$ cat src/design/tta_pkg.sv
// Shared constants and types for the tap tempo averager.
`timescale 1ns / 1ps
package tta_pkg;

    // History depth and the widths that follow from it.
    localparam int HISTORY_DEPTH = 4;
    localparam int HIST_IDX_W    = (HISTORY_DEPTH > 1) ? $clog2(HISTORY_DEPTH) : 1;
    localparam int CNT_W         = $clog2(HISTORY_DEPTH + 1);

    // Field widths.
    localparam int TIME_W     = 32;
    localparam int GAP_W      = 16;
    localparam int PERIOD_W   = 16;
    localparam int BEAT_W     = 12;
    localparam int TIMEOUT_W  = 16;
    localparam int MIN_IVL_W  = 10;
    localparam int CFG_IDX_W  = 2;
    localparam int CFG_DATA_W = 16;

    // Sum of the history in ms, and the dividend in sixteenths of a ms.
    localparam int FRAC_W     = 4;
    localparam int SUM_W      = GAP_W + $clog2(HISTORY_DEPTH);
    localparam int DIVD_W     = SUM_W + FRAC_W;
    localparam int DIV_CNT_W  = $clog2(DIVD_W + 1);

    // Register indexes of the configuration port.
    localparam logic [CFG_IDX_W-1:0] REG_MIN_BEAT    = 2'd0;
    localparam logic [CFG_IDX_W-1:0] REG_MAX_BEAT    = 2'd1;
    localparam logic [CFG_IDX_W-1:0] REG_TIMEOUT     = 2'd2;
    localparam logic [CFG_IDX_W-1:0] REG_MIN_INTERVAL = 2'd3;

    // Reset values.
    localparam logic [BEAT_W-1:0]    MIN_BEAT_RST     = 12'd200;
    localparam logic [BEAT_W-1:0]    MAX_BEAT_RST     = 12'd1500;
    localparam logic [TIMEOUT_W-1:0] TIMEOUT_RST      = 16'd3000;
    localparam logic [MIN_IVL_W-1:0] MIN_INTERVAL_RST = 10'd50;
    localparam logic [PERIOD_W-1:0]  PERIOD_RST       = 16'd8000;

    // Input function codes.
    localparam logic FUNC_TAP  = 1'b0;
    localparam logic FUNC_HOLD = 1'b1;

    // Control from the sequencer to the interval history.
    typedef struct packed {
        logic clear;
        logic push;
    } hist_ctrl_t;

endpackage

$ cat src/design/tta_hist.sv
// Interval history: a short shift line of tap gaps with its fill count.
`timescale 1ns / 1ps
module tta_hist
    import tta_pkg::*;
(
    input  logic                  clk,
    input  logic                  rst_n,
    input  hist_ctrl_t            ctrl,
    input  logic [GAP_W-1:0]      gap,
    input  logic [HIST_IDX_W-1:0] rd_idx,
    output logic [GAP_W-1:0]      rd_data,
    output logic [CNT_W-1:0]      count
);

    logic [GAP_W-1:0] entry_reg [HISTORY_DEPTH];
    logic [CNT_W-1:0] count_reg;
    logic [CNT_W-1:0] count_next;

    // Fill count: cleared on restart, grows on push until full.
    always_comb
    begin
        count_next = count_reg;
        if (ctrl.clear)
        begin
            count_next = '0;
        end
        else if (ctrl.push && (count_reg < CNT_W'(HISTORY_DEPTH)))
        begin
            count_next = count_reg + CNT_W'(1);
        end
    end

    always_ff @(posedge clk or negedge rst_n)
    begin
        if (!rst_n)
        begin
            count_reg <= '0;
        end
        else
        begin
            count_reg <= count_next;
        end
    end

    // Entries: append while filling, otherwise drop the oldest and append.
    always_ff @(posedge clk)
    begin
        if (ctrl.push && !ctrl.clear)
        begin
            if (count_reg < CNT_W'(HISTORY_DEPTH))
            begin
                entry_reg[count_reg[HIST_IDX_W-1:0]] <= gap;
            end
            else
            begin
                for (int i = 0; i < HISTORY_DEPTH - 1; i++)
                begin
                    entry_reg[i] <= entry_reg[i + 1];
                end
                entry_reg[HISTORY_DEPTH - 1] <= gap;
            end
        end
    end

    assign rd_data = entry_reg[rd_idx];
    assign count   = count_reg;

    // The fill count never passes the depth.
    a_count_bound: assert property (@(posedge clk) disable iff (!rst_n)
        count_reg <= CNT_W'(HISTORY_DEPTH))
        else $error("history count beyond depth");

endmodule

$ cat src/design/tta_div.sv
// Restoring divider, one quotient bit per cycle, for the mean of the history.
`timescale 1ns / 1ps
module tta_div
    import tta_pkg::*;
(
    input  logic              clk,
    input  logic              rst_n,
    input  logic              start,
    input  logic [DIVD_W-1:0] dividend,
    input  logic [CNT_W-1:0]  divisor,
    output logic              done,
    output logic [DIVD_W-1:0] quotient
);

    logic                 busy_reg;
    logic                 done_reg;
    logic [DIV_CNT_W-1:0] step_reg;
    logic [CNT_W-1:0]     rem_reg;
    logic [CNT_W-1:0]     dsor_reg;
    logic [DIVD_W-1:0]    quot_reg;

    logic [CNT_W:0]       trial;
    logic                 fits;
    logic [CNT_W:0]       diff;

    // One trial subtraction per cycle.
    always_comb
    begin
        trial = {rem_reg, quot_reg[DIVD_W-1]};
        fits  = (trial >= {1'b0, dsor_reg});
        diff  = trial - {1'b0, dsor_reg};
    end

    // Control of the iteration.
    always_ff @(posedge clk or negedge rst_n)
    begin
        if (!rst_n)
        begin
            busy_reg <= 1'b0;
            done_reg <= 1'b0;
            step_reg <= '0;
        end
        else
        begin
            done_reg <= 1'b0;
            if (start)
            begin
                busy_reg <= 1'b1;
                step_reg <= DIV_CNT_W'(DIVD_W);
            end
            else if (busy_reg)
            begin
                step_reg <= step_reg - DIV_CNT_W'(1);
                if (step_reg == DIV_CNT_W'(1))
                begin
                    busy_reg <= 1'b0;
                    done_reg <= 1'b1;
                end
            end
        end
    end

    // Remainder and quotient shift register.
    always_ff @(posedge clk)
    begin
        if (start)
        begin
            rem_reg  <= '0;
            dsor_reg <= divisor;
            quot_reg <= dividend;
        end
        else if (busy_reg)
        begin
            rem_reg  <= fits ? diff[CNT_W-1:0] : trial[CNT_W-1:0];
            quot_reg <= {quot_reg[DIVD_W-2:0], fits};
        end
    end

    assign done     = done_reg;
    assign quotient = quot_reg;

    // A result only follows a running division.
    a_done_after_busy: assert property (@(posedge clk) disable iff (!rst_n)
        done_reg |-> $past(busy_reg))
        else $error("divider done without a running division");

endmodule

$ cat src/design/tap_tempo_averager_unit.sv
// Tap tempo averager top level: sequencer, tap timing, clamp and result register.
`timescale 1ns / 1ps
// Each transaction on the input is a tap press or a long hold and gives exactly one
// result transaction. The block takes one item at a time and raises in_stall while it
// works. A long hold or a first tap is evaluated and goes straight to the result; a timeout
// or bounce tap is classified first. A tap that updates the tempo sums the history one stored
// interval at a time, then runs a divider that produces one quotient bit per cycle over the
// 22-bit dividend, then the clamp. A finished result sits in the output register, so
// the next item can be taken while the downstream side stalls. The configuration port
// is always ready; registers are meant to be written only while the block is idle.
module tap_tempo_averager_unit
    import tta_pkg::*;
(
    input  logic                  clk,
    input  logic                  rst_n,
    // Configuration write channel.
    input  logic                  cfg_valid,
    output logic                  cfg_ready,
    input  logic [CFG_IDX_W-1:0]  cfg_index,
    input  logic [CFG_DATA_W-1:0] cfg_data,
    // Input items.
    input  logic                  in_valid,
    output logic                  in_stall,
    input  logic                  func,
    input  logic [TIME_W-1:0]     now_ms,
    // Result items.
    output logic                  out_valid,
    input  logic                  out_stall,
    output logic [PERIOD_W-1:0]   tempo_sixteenths,
    output logic                  sweeping,
    output logic                  tempo_updated
);

    typedef enum logic [7:0] {
        S_IDLE  = 8'b0000_0001,
        S_EVAL  = 8'b0000_0010,
        S_CLASS = 8'b0000_0100,
        S_SUM   = 8'b0000_1000,
        S_DIV   = 8'b0001_0000,
        S_CLAMP = 8'b0010_0000,
        S_DONE  = 8'b0100_0000,
        S_SPARE = 8'b1000_0000
    } state_t;

    state_t               state_reg;
    state_t               state_next;

    // Configuration registers.
    logic [BEAT_W-1:0]    min_beat_reg;
    logic [BEAT_W-1:0]    max_beat_reg;
    logic [TIMEOUT_W-1:0] timeout_reg;
    logic [MIN_IVL_W-1:0] min_ivl_reg;

    // Tempo state.
    logic                 awaiting_reg;
    logic                 awaiting_next;
    logic [TIME_W-1:0]    last_tap_reg;
    logic [TIME_W-1:0]    last_tap_next;
    logic [PERIOD_W-1:0]  period_reg;
    logic [PERIOD_W-1:0]  period_next;
    logic                 sweep_reg;
    logic                 sweep_next;
    logic                 updated_reg;
    logic                 updated_next;

    // Item under work.
    logic                 func_reg;
    logic [TIME_W-1:0]    now_reg;
    logic [TIME_W-1:0]    gap_reg;
    logic [SUM_W-1:0]     sum_reg;
    logic [SUM_W-1:0]     sum_next;
    logic [CNT_W-1:0]     sum_idx_reg;
    logic [CNT_W-1:0]     sum_idx_next;

    // Output register.
    logic                 out_valid_reg;
    logic [PERIOD_W-1:0]  out_tempo_reg;
    logic                 out_sweep_reg;
    logic                 out_updated_reg;
    logic                 out_load;

    // Unit links.
    hist_ctrl_t           hist_ctrl;
    logic [GAP_W-1:0]     hist_rd_data;
    logic [CNT_W-1:0]     hist_count;
    logic                 div_start;
    logic                 div_done;
    logic [DIVD_W-1:0]    div_quot;

    logic                 in_accept;
    logic                 gap_timeout;
    logic                 gap_bounce;
    logic [DIVD_W-1:0]    lo_limit;
    logic [DIVD_W-1:0]    hi_limit;

    assign in_accept = in_valid && !in_stall;
    assign in_stall  = (state_reg != S_IDLE);
    assign cfg_ready = 1'b1;

    tta_hist u_hist (
        .clk     (clk),
        .rst_n   (rst_n),
        .ctrl    (hist_ctrl),
        .gap     (gap_reg[GAP_W-1:0]),
        .rd_idx  (sum_idx_reg[HIST_IDX_W-1:0]),
        .rd_data (hist_rd_data),
        .count   (hist_count)
    );

    tta_div u_div (
        .clk      (clk),
        .rst_n    (rst_n),
        .start    (div_start),
        .dividend ({sum_next, FRAC_W'(0)}),
        .divisor  (hist_count),
        .done     (div_done),
        .quotient (div_quot)
    );

    // Configuration writes.
    always_ff @(posedge clk or negedge rst_n)
    begin
        if (!rst_n)
        begin
            min_beat_reg <= MIN_BEAT_RST;
            max_beat_reg <= MAX_BEAT_RST;
            timeout_reg  <= TIMEOUT_RST;
            min_ivl_reg  <= MIN_INTERVAL_RST;
        end
        else if (cfg_valid && cfg_ready)
        begin
            unique case (cfg_index)
                REG_MIN_BEAT:     min_beat_reg <= cfg_data[BEAT_W-1:0];
                REG_MAX_BEAT:     max_beat_reg <= cfg_data[BEAT_W-1:0];
                REG_TIMEOUT:      timeout_reg  <= cfg_data[TIMEOUT_W-1:0];
                REG_MIN_INTERVAL: min_ivl_reg  <= cfg_data[MIN_IVL_W-1:0];
                default:          min_beat_reg <= min_beat_reg;
            endcase
        end
    end

    // Gap classification and clamp limits.
    always_comb
    begin
        gap_timeout = (gap_reg > TIME_W'(timeout_reg));
        gap_bounce  = (gap_reg <= TIME_W'(min_ivl_reg));
        lo_limit    = DIVD_W'({min_beat_reg, FRAC_W'(0)});
        hi_limit    = DIVD_W'({max_beat_reg, FRAC_W'(0)});
        sum_next    = sum_reg + SUM_W'(hist_rd_data);
    end

    // Sequencer.
    always_comb
    begin
        state_next    = state_reg;
        awaiting_next = awaiting_reg;
        last_tap_next = last_tap_reg;
        period_next   = period_reg;
        sweep_next    = sweep_reg;
        updated_next  = updated_reg;
        sum_idx_next  = sum_idx_reg;
        hist_ctrl     = '0;
        div_start     = 1'b0;
        out_load      = 1'b0;

        unique case (state_reg)
            S_IDLE:
            begin
                if (in_accept)
                begin
                    state_next = S_EVAL;
                end
            end
            S_EVAL:
            begin
                updated_next = 1'b0;
                if (func_reg == FUNC_HOLD)
                begin
                    sweep_next      = 1'b0;
                    awaiting_next   = 1'b1;
                    hist_ctrl.clear = 1'b1;
                    state_next      = S_DONE;
                end
                else if (awaiting_reg)
                begin
                    awaiting_next   = 1'b0;
                    hist_ctrl.clear = 1'b1;
                    last_tap_next   = now_reg;
                    state_next      = S_DONE;
                end
                else
                begin
                    state_next = S_CLASS;
                end
            end
            S_CLASS:
            begin
                if (gap_timeout)
                begin
                    hist_ctrl.clear = 1'b1;
                    last_tap_next   = now_reg;
                    state_next      = S_DONE;
                end
                else if (gap_bounce)
                begin
                    state_next = S_DONE;
                end
                else
                begin
                    hist_ctrl.push = 1'b1;
                    last_tap_next  = now_reg;
                    sweep_next     = 1'b1;
                    sum_idx_next   = '0;
                    state_next     = S_SUM;
                end
            end
            S_SUM:
            begin
                // One history entry per cycle; the last one starts the divider.
                sum_idx_next = sum_idx_reg + CNT_W'(1);
                if (sum_idx_next == hist_count)
                begin
                    div_start  = 1'b1;
                    state_next = S_DIV;
                end
            end
            S_DIV:
            begin
                if (div_done)
                begin
                    state_next = S_CLAMP;
                end
            end
            S_CLAMP:
            begin
                priority if (div_quot < lo_limit)
                begin
                    period_next = lo_limit[PERIOD_W-1:0];
                end
                else if (div_quot > hi_limit)
                begin
                    period_next = hi_limit[PERIOD_W-1:0];
                end
                else
                begin
                    period_next = div_quot[PERIOD_W-1:0];
                end
                updated_next = 1'b1;
                state_next   = S_DONE;
            end
            S_DONE:
            begin
                if (!out_valid_reg || !out_stall)
                begin
                    out_load   = 1'b1;
                    state_next = S_IDLE;
                end
            end
            default:
            begin
                state_next = S_IDLE;
            end
        endcase
    end

    // Control state.
    always_ff @(posedge clk or negedge rst_n)
    begin
        if (!rst_n)
        begin
            state_reg     <= S_IDLE;
            awaiting_reg  <= 1'b1;
            last_tap_reg  <= '0;
            period_reg    <= PERIOD_RST;
            sweep_reg     <= 1'b0;
            updated_reg   <= 1'b0;
            sum_idx_reg   <= '0;
            out_valid_reg <= 1'b0;
        end
        else
        begin
            state_reg    <= state_next;
            awaiting_reg <= awaiting_next;
            last_tap_reg <= last_tap_next;
            period_reg   <= period_next;
            sweep_reg    <= sweep_next;
            updated_reg  <= updated_next;
            sum_idx_reg  <= sum_idx_next;
            if (out_load)
            begin
                out_valid_reg <= 1'b1;
            end
            else if (!out_stall)
            begin
                out_valid_reg <= 1'b0;
            end
        end
    end

    // Payload registers.
    always_ff @(posedge clk)
    begin
        if (in_accept)
        begin
            func_reg <= func;
            now_reg  <= now_ms;
        end
        if (state_reg == S_EVAL)
        begin
            gap_reg <= now_reg - last_tap_reg;
        end
        if (state_reg == S_CLASS)
        begin
            sum_reg <= '0;
        end
        else if (state_reg == S_SUM)
        begin
            sum_reg <= sum_next;
        end
        if (out_load)
        begin
            out_tempo_reg   <= period_reg;
            out_sweep_reg   <= sweep_reg;
            out_updated_reg <= updated_reg;
        end
    end

    assign out_valid        = out_valid_reg;
    assign tempo_sixteenths = out_tempo_reg;
    assign sweeping         = out_sweep_reg;
    assign tempo_updated    = out_updated_reg;

    // A new tempo always comes with the sweep running.
    a_updated_sweeps: assert property (@(posedge clk) disable iff (!rst_n)
        out_valid_reg |-> (!out_updated_reg || out_sweep_reg))
        else $error("tempo update reported without sweep");

    // Summing only runs over a non-empty history.
    a_sum_nonempty: assert property (@(posedge clk) disable iff (!rst_n)
        (state_reg == S_SUM) |-> (hist_count != '0))
        else $error("summing an empty history");

    // An accepted item keeps the input side stalled in the next cycle.
    a_busy_after_accept: assert property (@(posedge clk) disable iff (!rst_n)
        in_accept |=> in_stall)
        else $error("input taken again right after an accept");

endmodule
$ cat config.mk
export PLATFORM = sky130hd
export DESIGN_NAME = tap_tempo_averager_unit
export DESIGN_NICKNAME = d
export VERILOG_FILES = /design/src/design/tta_pkg.sv /design/src/design/tta_hist.sv /design/src/design/tta_div.sv /design/src/design/tap_tempo_averager_unit.sv
export SDC_FILE = /design/constraint.sdc
export NUM_CORES = 1
export LEC_CHECK = 0
export ABC_AREA = 1
export BUFFER_PORTS_ARGS = -buffer_cell sky130_fd_sc_hd__buf_2
export CELL_PAD_IN_SITES_DETAIL_PLACEMENT = 0
export CELL_PAD_IN_SITES_GLOBAL_PLACEMENT = 1
export CORE_ASPECT_RATIO = 1.4
export CORE_MARGIN = 4
export CORE_UTILIZATION = 25
export DETAILED_ROUTE_END_ITERATION = 10
export PLACE_DENSITY = 0.58
export SETUP_SLACK_MARGIN = 0.3
export SLEW_MARGIN = 10
export SYNTH_ARGS = -nofsm -noshare
export SYNTH_HDL_FRONTEND = slang
export SYNTH_SLANG_ARGS = --single-unit
$ cat constraint.sdc
create_clock -name clk -period 3.8 [get_ports clk]
set_input_delay 0.19 -clock clk [delete_from_list [all_inputs] [get_ports clk]]
set_output_delay 0.19 -clock clk [all_outputs]
set_load 0.02 [all_outputs]
==> impl_metrics.xml, run 1 <==
<?xml version="1.0" encoding="UTF-8"?>
<metrics>
  <group name="setup_path">
    <metric name="crit_start" unit="">sum_idx_reg[1]</metric>
    <metric name="critical_path.max_stage_delay" unit="ns">0.44</metric>
    <metric name="critical-path-top-delay-family" unit="">compound AO/OA/AOI/OAI gates</metric>
    <metric name="crit_path_top_delay_cell" unit="">sky130_fd_sc_hd__inv_1</metric>
    <metric name="cp-end-kind" unit="">flop</metric>
    <metric name="cp.required" unit="ns">4.11</metric>
    <metric name="path_max_fanout" unit="">17</metric>
    <metric name="crit_chain" unit="">inv_1, o21ai_0, o22ai_1, ha_1, a21o_1, a21oi_1, o21bai_1, a21oi_1, nand2_1, nand3_1, nand2_1</metric>
    <metric name="crit_path_kind" unit="">reg -&gt; reg</metric>
    <metric name="worst-r2r-setup-slack" unit="ns">0.63</metric>
    <metric name="setup.worst_path.start_class" unit="">flop</metric>
    <metric name="r2r-end" unit="">u_div.quotient[15]</metric>
    <metric name="worstPathBufferInverterCount" unit="">1</metric>
    <metric name="worst_ep_arrival_time" unit="ns">3.48</metric>
    <metric name="crit_path_end" unit="">u_div.quotient[15]</metric>
    <metric name="critical_path_depth" unit="">11</metric>
    <metric name="r2r-start" unit="">sum_idx_reg[1]</metric>
    <metric name="ff2ff_path_depth" unit="">11</metric>
  </group>
  <group name="die">
    <metric name="area_of_the_die" unit="µm²">70990</metric>
    <metric name="io_pins" unit="">77</metric>
    <metric name="rows" unit="">111</metric>
    <metric name="start_util" unit="%">25.34</metric>
    <metric name="fp.coreArea" unit="µm²">65830</metric>
    <metric name="die_w" unit="µm">226.3</metric>
    <metric name="chipHeight" unit="µm">313.7</metric>
  </group>
  <group name="cts">
    <metric name="clock_buffer_depth" unit="">3</metric>
    <metric name="worst_skew_pair.late_latency" unit="ns">0.56</metric>
    <metric name="cts.sinks" unit="">315</metric>
    <metric name="cts_max_level" unit="">2</metric>
    <metric name="cts.reportedPaths.clkPinSlew" unit="ns">0.06</metric>
    <metric name="ctsRootBufferMaster" unit="">sky130_fd_sc_hd__clkbuf_16</metric>
    <metric name="tritoncts" unit="">built</metric>
    <metric name="post_cts_buffers" unit="">0</metric>
    <metric name="numCtsBuffers" unit="">37</metric>
  </group>
  <group name="worst_hold_path">
    <metric name="hp-class" unit="">in -&gt; reg</metric>
  </group>
  <group name="global_route">
    <metric name="grt_max_degree" unit="">71</metric>
    <metric name="grt_pass1_wl" unit="mm">74.12</metric>
    <metric name="vias_in_the_first_global_route" unit="">13480</metric>
    <metric name="antenna_found_initial" unit="">0</metric>
    <metric name="overflow" unit="">0</metric>
    <metric name="track_usage" unit="%">13.29</metric>
  </group>
  <group name="timing">
    <metric name="timing_max_transition_violations_final" unit="">0</metric>
    <metric name="final.hold.worst_slack" unit="ns">0.03727</metric>
    <metric name="setup-violations-final" unit="">0</metric>
    <metric name="slew_headroom" unit="%">26.24</metric>
    <metric name="worst-slew-pin-transition" unit="ns">1.103</metric>
    <metric name="final_critical_path_setup_slack" unit="ns">0.6302</metric>
    <metric name="report.final.hold_viol_count" unit="">0</metric>
    <metric name="finClkSkew" unit="ns">0.02586</metric>
    <metric name="grt_setup_unrepaired" unit="">no</metric>
    <metric name="finalWorstPathRequiredPeriod" unit="ns">3.170</metric>
    <metric name="setup_tns" unit="ns">0</metric>
    <metric name="maxClockFrequency" unit="MHz">315.5</metric>
    <metric name="timing.final.crit_share" unit="%">83.42</metric>
  </group>
  <group name="detailed_routing">
    <metric name="antenna_left" unit="">0</metric>
    <metric name="detail_route.drc_violations" unit="">0</metric>
    <metric name="drt-vias-per-instance" unit="">4.525</metric>
    <metric name="drt_iter0_drc" unit="">795</metric>
    <metric name="via_count" unit="">13140</metric>
    <metric name="wl_per_cell" unit="µm">16.27</metric>
    <metric name="routed_wl" unit="mm">47.22</metric>
    <metric name="drtPass1Iterations" unit="">5</metric>
  </group>
  <group name="yosys">
    <metric name="syn_inst" unit="">1895</metric>
    <metric name="synth_enable_flop_cells" unit="">168</metric>
    <metric name="yosys_synthesis_warning_count" unit="">0</metric>
    <metric name="mappedNetlistNets" unit="">2057</metric>
    <metric name="ys_async_sr_fraction" unit="%">38.73</metric>
    <metric name="synth_top_flop_cell" unit="">sky130_fd_sc_hd__edfxtp_1</metric>
    <metric name="synth.ff_latch_count" unit="">315</metric>
    <metric name="syn_avg_cell_area" unit="µm²">8.804</metric>
    <metric name="synthDistinctLibCells" unit="">49</metric>
    <metric name="synth_area" unit="µm²">16680</metric>
    <metric name="synth.yosys.seq_area_share" unit="%">51.75</metric>
  </group>
  <group name="final_layout">
    <metric name="largest_register_ffs" unit="">64</metric>
    <metric name="stdcell_area" unit="µm²">19780</metric>
    <metric name="layout.core_utilization" unit="%">30.05</metric>
    <metric name="antennaDiodeCount" unit="">0</metric>
    <metric name="multi_input_combinational_cell_area" unit="µm²">6962</metric>
    <metric name="seqCellArea" unit="µm²">8633</metric>
    <metric name="final.fill_count" unit="">7014</metric>
    <metric name="area_growth" unit="%">18.56</metric>
    <metric name="finish.net_count" unit="">2189</metric>
    <metric name="layout-drive-gt1-share" unit="%">10.12</metric>
    <metric name="layout.cells.non_filler" unit="">2903</metric>
  </group>
  <group name="power_and_ir_drop">
    <metric name="total_power" unit="mW">11.60</metric>
    <metric name="pwr_density_cell" unit="nW/µm²">586.5</metric>
    <metric name="total_leakage_power" unit="nW">8.918</metric>
    <metric name="power.ir.vdd_worst" unit="V">0.0002901</metric>
  </group>
  <group name="placement">
    <metric name="place.detailed.instances" unit="">2786</metric>
    <metric name="dpl_worst_slack" unit="ns">0.6406</metric>
    <metric name="numPortBuffers" unit="">75</metric>
    <metric name="placed_area" unit="µm²">18060</metric>
    <metric name="hpwl" unit="mm">35.57</metric>
    <metric name="gpl.final_weighted_congestion" unit="">0.8556</metric>
  </group>
  <group name="flow_run">
    <metric name="max_cap_viol_count" unit="">0</metric>
  </group>
  <group name="outcome">
    <metric name="status" unit="">finished, final reports clean</metric>
  </group>
</metrics>
## area by class of cell
class | instances | area share (%)
Clock buffer | 50 | 5.446
Clock inverter | 18 | 0.7780
Inverter | 224 | 4.251
Multi-Input combinational cell | 1302 | 35.20
Sequential cell | 315 | 43.65
Tap cell | 847 | 5.358
Timing Repair Buffer | 147 | 5.326
## timing repair
item | in CTS | in global routing
hold buffers | 49 | 0
gates resized for setup | 0 | 0
endpoints found under the hold margin | 114 | 0
## synth_stat cells (all sizes together) (11+ instances only)
library cell | number | share of area, %
a21oi | 85 | 2.5
nor2 | 140 | 3.2
o22ai | 19 | 0.71
a21o | 13 | 0.58
nand2 | 498 | 11
xnor2 | 12 | 0.63
ha | 103 | 7.7
dfstp | 28 | 4.4
xor2 | 29 | 1.5
buf | 22 | 0.86
dfrtp | 94 | 14
edfxtp | 168 | 30
dfxtp | 25 | 3.0
nand3 | 166 | 5.0
inv | 223 | 5.0
nor3 | 11 | 0.33
clkbuf | 32 | 0.72
o21ai | 152 | 4.6
nand4 | 15 | 0.60
## routing by layer
metal	vias to the layer above	share of wire (%)	wire, µm	GRT usage (%)
met1	6230	40	19080	14.86
li1	6604	-	-	-
met2	225	53	25100	25.23
met4	0	3.3	1541	4.748
met3	76	3.2	1499	2.055
met5	-	0	0	0
## cell families after synthesis
| family | synth area share, % |
|---|---|
| AND/OR/NAND/NOR | 20.97 |
| flip-flops | 51.75 |
| AO/OA/AOI/OAI | 10.40 |
| buffers and inverters | 6.622 |
| adder cells (fa/ha/maj) | 8.085 |
| XOR/XNOR | 2.152 |
| other | 0.02248 |
## power breakdown
part           internal [mW]  switching, mW  leakage, nW
clock network           2.13           1.47        0.598
registers               4.34          0.286         3.28
logic                   1.17           2.20         5.04
## worst min-delay path, stage by stage
cell,delay (ns)
sky130_fd_sc_hd__buf_2,0.08
sky130_fd_sc_hd__inv_1,0.10
sky130_fd_sc_hd__o21ai_0,0.18
## cells in the final DEF, fill, tap and decap left out, drive strengths merged, types with 2 or more instances in the layout
cell type and instances:
nand2 498, inv 224, edfxtp 168, nand3 166, o21ai 152, nor2 140
ha 103, buf 98, dfrtp 94, a21oi 85, clkbuf 50, dlygate4sd3 49
xor2 29, dfstp 28, dfxtp 25, o22ai 19, nand4 15, a21o 13
xnor2 12, nor3 11, clkinv 11, a31oi 6, o21bai 6, a21boi 6
nor4 6, a22oi 6, o21a 5, clkinvlp 5, o211ai 4, or2 4
a22o 4, o31ai 3, fa 3, nand3b 2, bufinv 2
## worst min-delay path by stage
| stage | from | endpoint | slack, ns | depth (start not counted) |
|---|---|---|---|---|
| floorplan | rst_n | last_tap_reg[0] | -0.11 | 0 |
| global placement | rst_n | min_beat_reg[9] | 0.32 | 1 |
| detailed placement | rst_n | min_beat_reg[9] | 0.33 | 1 |
| CTS | cfg_data[0] | timeout_reg[0] | 0.008 | 3 |
| global route | cfg_data[0] | timeout_reg[0] | 0.02 | 3 |
| finish | cfg_data[0] | min_beat_reg[0] | 0.04 | 3 |
No activity file was read; power rests on OpenSTA's default activity.
==> inputs of run 2 (changes only) <==
==> constraint.sdc (replaced) <==
create_clock -name clk -period 3.1 [get_ports clk]
set_input_delay 0.155 -clock clk [delete_from_list [all_inputs] [get_ports clk]]
set_output_delay 0.155 -clock clk [all_outputs]
set_load 0.02 [all_outputs]
==> impl_metrics.xml, run 2 (same netlist as run 1, synthesis figures left out) <==
<?xml version="1.0" encoding="UTF-8"?>
<metrics>
  <group name="detailed_routing">
    <metric name="routed_wl" unit="mm">46.66</metric>
    <metric name="detail_route.drc_violations" unit="">0</metric>
    <metric name="wl_per_cell" unit="µm">15.82</metric>
    <metric name="via_count" unit="">13250</metric>
    <metric name="drtPass1Iterations" unit="">5</metric>
    <metric name="drt_iter0_drc" unit="">733</metric>
    <metric name="drt-vias-per-instance" unit="">4.491</metric>
    <metric name="antenna_left" unit="">0</metric>
  </group>
  <group name="timing">
    <metric name="report.final.hold_viol_count" unit="">0</metric>
    <metric name="final_critical_path_setup_slack" unit="ns">0.3533</metric>
    <metric name="worst-slew-pin-transition" unit="ns">1.048</metric>
    <metric name="timing_max_transition_violations_final" unit="">0</metric>
    <metric name="finClkSkew" unit="ns">0.03719</metric>
    <metric name="timing.final.crit_share" unit="%">88.60</metric>
    <metric name="slew_headroom" unit="%">29.93</metric>
    <metric name="maxClockFrequency" unit="MHz">364.1</metric>
    <metric name="setup-violations-final" unit="">0</metric>
    <metric name="finalWorstPathRequiredPeriod" unit="ns">2.747</metric>
    <metric name="grt_setup_unrepaired" unit="">yes</metric>
    <metric name="setup_tns" unit="ns">0</metric>
  </group>
  <group name="setup_path">
    <metric name="setup.worst_path.start_class" unit="">flop</metric>
    <metric name="crit_chain" unit="">buf_8, buf_4, ha_1, xor2_1, a21oi_1, nand3_2, nand2_1, inv_2, a22oi_1, inv_1</metric>
    <metric name="critical-path-top-delay-family" unit="">simple AND/OR/NAND/NOR gates</metric>
    <metric name="worst_ep_arrival_time" unit="ns">3.21</metric>
    <metric name="cp-end-kind" unit="">flop</metric>
    <metric name="worst-r2r-setup-slack" unit="ns">0.35</metric>
    <metric name="r2r-end" unit="">u_div.quotient[1]</metric>
    <metric name="path_max_fanout" unit="">10</metric>
    <metric name="r2r-start" unit="">sum_idx_reg[1]</metric>
    <metric name="critical_path.max_stage_delay" unit="ns">0.45</metric>
    <metric name="crit_path_kind" unit="">reg -&gt; reg</metric>
    <metric name="worstPathBufferInverterCount" unit="">4</metric>
    <metric name="ff2ff_path_depth" unit="">10</metric>
    <metric name="crit_path_top_delay_cell" unit="">sky130_fd_sc_hd__dfrtp_2</metric>
    <metric name="cp.required" unit="ns">3.57</metric>
  </group>
  <group name="power_and_ir_drop">
    <metric name="power.ir.vdd_worst" unit="V">0.0003601</metric>
    <metric name="pwr_density_cell" unit="nW/µm²">701.5</metric>
    <metric name="total_leakage_power" unit="nW">9.181</metric>
    <metric name="total_power" unit="mW">14.27</metric>
  </group>
  <group name="final_layout">
    <metric name="layout.cells.non_filler" unit="">2949</metric>
    <metric name="antennaDiodeCount" unit="">0</metric>
    <metric name="largest_register_ffs" unit="">64</metric>
    <metric name="area_growth" unit="%">21.93</metric>
    <metric name="layout-drive-gt1-share" unit="%">12.99</metric>
    <metric name="finish.net_count" unit="">2234</metric>
    <metric name="layout_commonest_cell" unit="">sky130_fd_sc_hd__nand2_1</metric>
    <metric name="stdcell_area" unit="µm²">20340</metric>
    <metric name="layout_common_cells" unit="">494 x sky130_fd_sc_hd__nand2_1, 217 x sky130_fd_sc_hd__inv_1, 168 x sky130_fd_sc_hd__edfxtp_1</metric>
  </group>
  <group name="placement">
    <metric name="numPortBuffers" unit="">75</metric>
    <metric name="dpl_worst_slack" unit="ns">0.2003</metric>
    <metric name="hpwl" unit="mm">35.87</metric>
    <metric name="placed_area" unit="µm²">18300</metric>
    <metric name="place.detailed.instances" unit="">2812</metric>
    <metric name="gpl.final_weighted_congestion" unit="">0.8685</metric>
  </group>
  <group name="die">
    <metric name="io_pins" unit="">77</metric>
    <metric name="fp.coreArea" unit="µm²">65830</metric>
    <metric name="start_util" unit="%">25.34</metric>
    <metric name="die_w" unit="µm">226.3</metric>
    <metric name="chipHeight" unit="µm">313.7</metric>
    <metric name="area_of_the_die" unit="µm²">70990</metric>
    <metric name="rows" unit="">111</metric>
  </group>
  <group name="cts">
    <metric name="numCtsBuffers" unit="">38</metric>
    <metric name="cts.reportedPaths.clkPinSlew" unit="ns">0.06</metric>
    <metric name="worst_skew_pair.late_latency" unit="ns">0.58</metric>
    <metric name="cts_max_level" unit="">2</metric>
    <metric name="ctsRootBufferMaster" unit="">sky130_fd_sc_hd__clkbuf_16</metric>
    <metric name="tritoncts" unit="">built</metric>
    <metric name="cts.sinks" unit="">315</metric>
    <metric name="clock_buffer_depth" unit="">3</metric>
  </group>
  <group name="global_route">
    <metric name="grt_max_degree" unit="">58</metric>
    <metric name="vias_in_the_first_global_route" unit="">13570</metric>
    <metric name="antenna_found_initial" unit="">0</metric>
    <metric name="grt_pass1_wl" unit="mm">73.58</metric>
    <metric name="overflow" unit="">0</metric>
    <metric name="track_usage" unit="%">13.10</metric>
  </group>
  <group name="outcome">
    <metric name="status" unit="">finished, final reports clean</metric>
  </group>
  <group name="worst_hold_path">
    <metric name="hp-class" unit="">in -&gt; async</metric>
  </group>
  <group name="flow_run">
    <metric name="max_cap_viol_count" unit="">0</metric>
  </group>
</metrics>
## run 2: changes by cell type in the layout (fill, tap and decap cells not counted), sizes merged
cell and delta:
clkbuf +6, inv -1, clkinvlp -3, dlygate4sd3 +3, buf +39, clkinv +1, bufbuf +1
## run 2: worst max path at each step
| stage | start | end | slack, ns | cells after the start |
|---|---|---|---|---|
| after CTS | sum_idx_reg[1] | u_div.quotient[19] | 0.31 | 14 |
| after global routing | sum_idx_reg[1] | u_div.quotient[1] | 0.24 | 10 |
| after global placement | sum_idx_reg[1] | u_div.quotient[14] | 0.24 | 16 |
| after floorplan | timeout_reg[11] | u_hist.entry_reg[2][0] | 0.09 | 10 |
| after detailed placement | sum_idx_reg[0] | u_div.quotient[14] | 0.20 | 16 |
| final | sum_idx_reg[1] | u_div.quotient[1] | 0.35 | 10 |
## run 2: cell type report
type	count	area [µm²]
Clock buffer	56	1100
Clock inverter	14	141.4
Fill cell	7004	45490
Inverter	224	845.8
Multi-Input combinational cell	1302	7079
Sequential cell	315	8635
Tap cell	847	1060
Timing Repair Buffer	190	1474
Timing Repair inverter	1	7.507
## run 2: metal layers
metal / part of all wire, % / vias up / routed length (µm) / global-route usage, %
li1: - / 6694 / - / -
met3: 3.2 / 98 / 1473 / 1.971
met2: 51 / 225 / 23990 / 23.98
met4: 4.6 / 0 / 2125 / 5.703
met5: 0 / - / 0 / 0
met1: 41 / 6228 / 19070 / 15.03
## run 2: timing repair
action	CTS	global route
gates resized for setup	7	34
pin swaps	0	10
cloned	1	1
buffers inserted	0	13
endpoints found under the hold margin	126	0
hold buffers	52	0
endpoints found under the setup margin	3	49
## run 2: where the power goes
| part | switching [mW] | internal [mW] |
|---|---|---|
| Combinational | 2.64 | 1.48 |
| Sequential | 0.383 | 5.32 |
| Clock | 1.81 | 2.64 |
## run 2: stage by stage
stage | hold WS [ns] | utilization, %
2_1_floorplan | -0.1406 | -
5_1_grt | 0.2751 | 30.90
4_1_cts | 0.2426 | 30.57
3_3_place_gp | 0.3054 | 27.80
6_report | 0.2321 | 30.90
3_5_place_dp | 0.3167 | 27.80
==> inputs of run 3 (changes only) <==
==> constraint.sdc (replaced) <==
create_clock -name clk -period 3.1 [get_ports clk]
set_input_delay 0.62 -clock clk [delete_from_list [all_inputs] [get_ports clk]]
set_output_delay 0.62 -clock clk [all_outputs]
set_load 0.02 [all_outputs]
==> impl_metrics.xml, run 3 (same netlist as run 1, synthesis figures left out) <==
<?xml version="1.0" encoding="UTF-8"?>
<metrics>
  <group name="setup_path">
    <metric name="crit_chain" unit="">clkinv_4, clkbuf_16, o21ai_0, o22ai_1, ha_4, nand4_1, nor3_4, nand4_1, nand3_1, nand2_1, nand3_1, nand2_1</metric>
    <metric name="r2r-start" unit="">sum_idx_reg[0]</metric>
    <metric name="worstPathBufferInverterCount" unit="">2</metric>
    <metric name="worst_ep_arrival_time" unit="ns">2.99</metric>
    <metric name="crit_path_top_delay_cell" unit="">sky130_fd_sc_hd__dfrtp_2</metric>
    <metric name="r2r-end" unit="">u_div.quotient[21]</metric>
    <metric name="ff2ff_path_depth" unit="">12</metric>
    <metric name="worst-r2r-setup-slack" unit="ns">0.41</metric>
    <metric name="path_max_fanout" unit="">16</metric>
    <metric name="critical-path-top-delay-family" unit="">simple AND/OR/NAND/NOR gates</metric>
    <metric name="crit_path_kind" unit="">reg -&gt; reg</metric>
    <metric name="crit_start" unit="">sum_idx_reg[0]</metric>
    <metric name="cp-end-kind" unit="">flop</metric>
    <metric name="setup.worst_path.start_class" unit="">flop</metric>
    <metric name="critical_path.max_stage_delay" unit="ns">0.44</metric>
    <metric name="cp.required" unit="ns">3.40</metric>
  </group>
  <group name="timing">
    <metric name="maxClockFrequency" unit="MHz">371.8</metric>
    <metric name="finClkSkew" unit="ns">0.02386</metric>
    <metric name="finalWorstPathRequiredPeriod" unit="ns">2.689</metric>
    <metric name="grt_setup_unrepaired" unit="">yes</metric>
    <metric name="timing_max_transition_violations_final" unit="">0</metric>
    <metric name="slew_headroom" unit="%">46.32</metric>
    <metric name="setup_tns" unit="ns">0</metric>
    <metric name="timing.final.crit_share" unit="%">86.75</metric>
    <metric name="report.final.hold_viol_count" unit="">0</metric>
    <metric name="setup-violations-final" unit="">0</metric>
    <metric name="worst-slew-pin-transition" unit="ns">0.8033</metric>
    <metric name="final_critical_path_setup_slack" unit="ns">0.4107</metric>
    <metric name="final.hold.worst_slack" unit="ns">0.1060</metric>
  </group>
  <group name="global_route">
    <metric name="antenna_found_initial" unit="">2</metric>
    <metric name="overflow" unit="">0</metric>
    <metric name="vias_in_the_first_global_route" unit="">13450</metric>
    <metric name="grt_pass1_wl" unit="mm">74.55</metric>
    <metric name="grt_max_degree" unit="">58</metric>
    <metric name="track_usage" unit="%">13.31</metric>
  </group>
  <group name="placement">
    <metric name="gpl.final_weighted_congestion" unit="">0.8577</metric>
    <metric name="dpl_worst_slack" unit="ns">0.2246</metric>
    <metric name="hpwl" unit="mm">36.02</metric>
    <metric name="placed_area" unit="µm²">18310</metric>
    <metric name="numPortBuffers" unit="">75</metric>
    <metric name="place.detailed.instances" unit="">2811</metric>
  </group>
  <group name="detailed_routing">
    <metric name="drtPass1Iterations" unit="">7</metric>
    <metric name="drt-vias-per-instance" unit="">4.555</metric>
    <metric name="via_count" unit="">13220</metric>
    <metric name="detail_route.drc_violations" unit="">0</metric>
    <metric name="drt_iter0_drc" unit="">697</metric>
    <metric name="routed_wl" unit="mm">48.08</metric>
    <metric name="antenna_left" unit="">0</metric>
    <metric name="wl_per_cell" unit="µm">16.57</metric>
  </group>
  <group name="final_layout">
    <metric name="layout-drive-gt1-share" unit="%">14.07</metric>
    <metric name="area_growth" unit="%">19.55</metric>
    <metric name="multi_input_combinational_cell_area" unit="µm²">7152</metric>
    <metric name="layout_common_cells" unit="">490 x sky130_fd_sc_hd__nand2_1, 218 x sky130_fd_sc_hd__inv_1, 168 x sky130_fd_sc_hd__edfxtp_1</metric>
    <metric name="largest_register_ffs" unit="">64</metric>
    <metric name="final.fill_count" unit="">7004</metric>
    <metric name="stdcell_area" unit="µm²">19950</metric>
    <metric name="finish.net_count" unit="">2188</metric>
    <metric name="layout_commonest_cell" unit="">sky130_fd_sc_hd__nand2_1</metric>
    <metric name="layout.core_utilization" unit="%">30.30</metric>
    <metric name="seqCellArea" unit="µm²">8635</metric>
    <metric name="layout.cells.non_filler" unit="">2902</metric>
  </group>
  <group name="cts">
    <metric name="cts.sinks" unit="">315</metric>
    <metric name="cts.reportedPaths.clkPinSlew" unit="ns">0.06</metric>
    <metric name="cts_max_level" unit="">2</metric>
    <metric name="tritoncts" unit="">built</metric>
    <metric name="ctsRootBufferMaster" unit="">sky130_fd_sc_hd__clkbuf_16</metric>
    <metric name="numCtsBuffers" unit="">36</metric>
    <metric name="worst_skew_pair.late_latency" unit="ns">0.55</metric>
    <metric name="clock_buffer_depth" unit="">3</metric>
  </group>
  <group name="die">
    <metric name="die_w" unit="µm">226.3</metric>
    <metric name="area_of_the_die" unit="µm²">70990</metric>
    <metric name="rows" unit="">111</metric>
    <metric name="io_pins" unit="">77</metric>
    <metric name="chipHeight" unit="µm">313.7</metric>
    <metric name="fp.coreArea" unit="µm²">65830</metric>
    <metric name="start_util" unit="%">25.34</metric>
  </group>
  <group name="power_and_ir_drop">
    <metric name="power.ir.vdd_worst" unit="V">0.0004369</metric>
    <metric name="total_power" unit="mW">14.04</metric>
    <metric name="pwr_density_cell" unit="nW/µm²">703.8</metric>
    <metric name="total_leakage_power" unit="nW">9.036</metric>
  </group>
  <group name="outcome">
    <metric name="status" unit="">finished, final reports clean</metric>
  </group>
  <group name="flow_run">
    <metric name="max_cap_viol_count" unit="">0</metric>
  </group>
  <group name="worst_hold_path">
    <metric name="hp-class" unit="">in -&gt; async</metric>
  </group>
</metrics>
run 3: timing repair:
item / CTS / global route
gates cloned: 0 / 5
gates resized for setup: 1 / 60
pin swaps: 1 / 25
hold buffers: 0 / 0
setup endpoints to repair: 35 / 100
buffers inserted: 3 / 16
run 3: worst max-delay path by stage:
stage / endpoint / cells after the start / slack [ns]
after detailed placement: u_div.quotient[21] / 12 / 0.22
after floorplan: u_hist.entry_reg[2][0] / 10 / 0.09
final: u_div.quotient[21] / 12 / 0.41
after global placement: u_div.quotient[21] / 12 / 0.24
after global routing: u_div.quotient[14] / 17 / 0.24
after CTS: u_div.quotient[18] / 17 / 0.27
run 3: layout make-up:
class	count	area share [%]
Multi-Input combinational cell	1302	35.86
Clock buffer	51	5.263
Sequential cell	315	43.29
Timing Repair Buffer	147	5.451
Clock inverter	15	0.5709
Tap cell	847	5.313
Antenna cell	1	0.01255
Inverter	224	4.241
run 3: where the power goes:
part           total [mW]  leakage [nW]  internal, mW  switching, mW
registers            5.68          3.28          5.32          0.362
clock network        4.23         0.578          2.46           1.77
logic                4.13          5.18          1.46           2.67
total                14.0          9.04          9.23           4.80
run 3: per-layer routing:
layer | GRT usage [%] | vias to the layer above | routed length, µm
met2 | 25.59 | 259 | 25960
li1 | - | 6597 | -
met1 | 14.75 | 6278 | 18870
met4 | 4.707 | 0 | 1552
met3 | 1.859 | 84 | 1692
met5 | 0 | - | 0
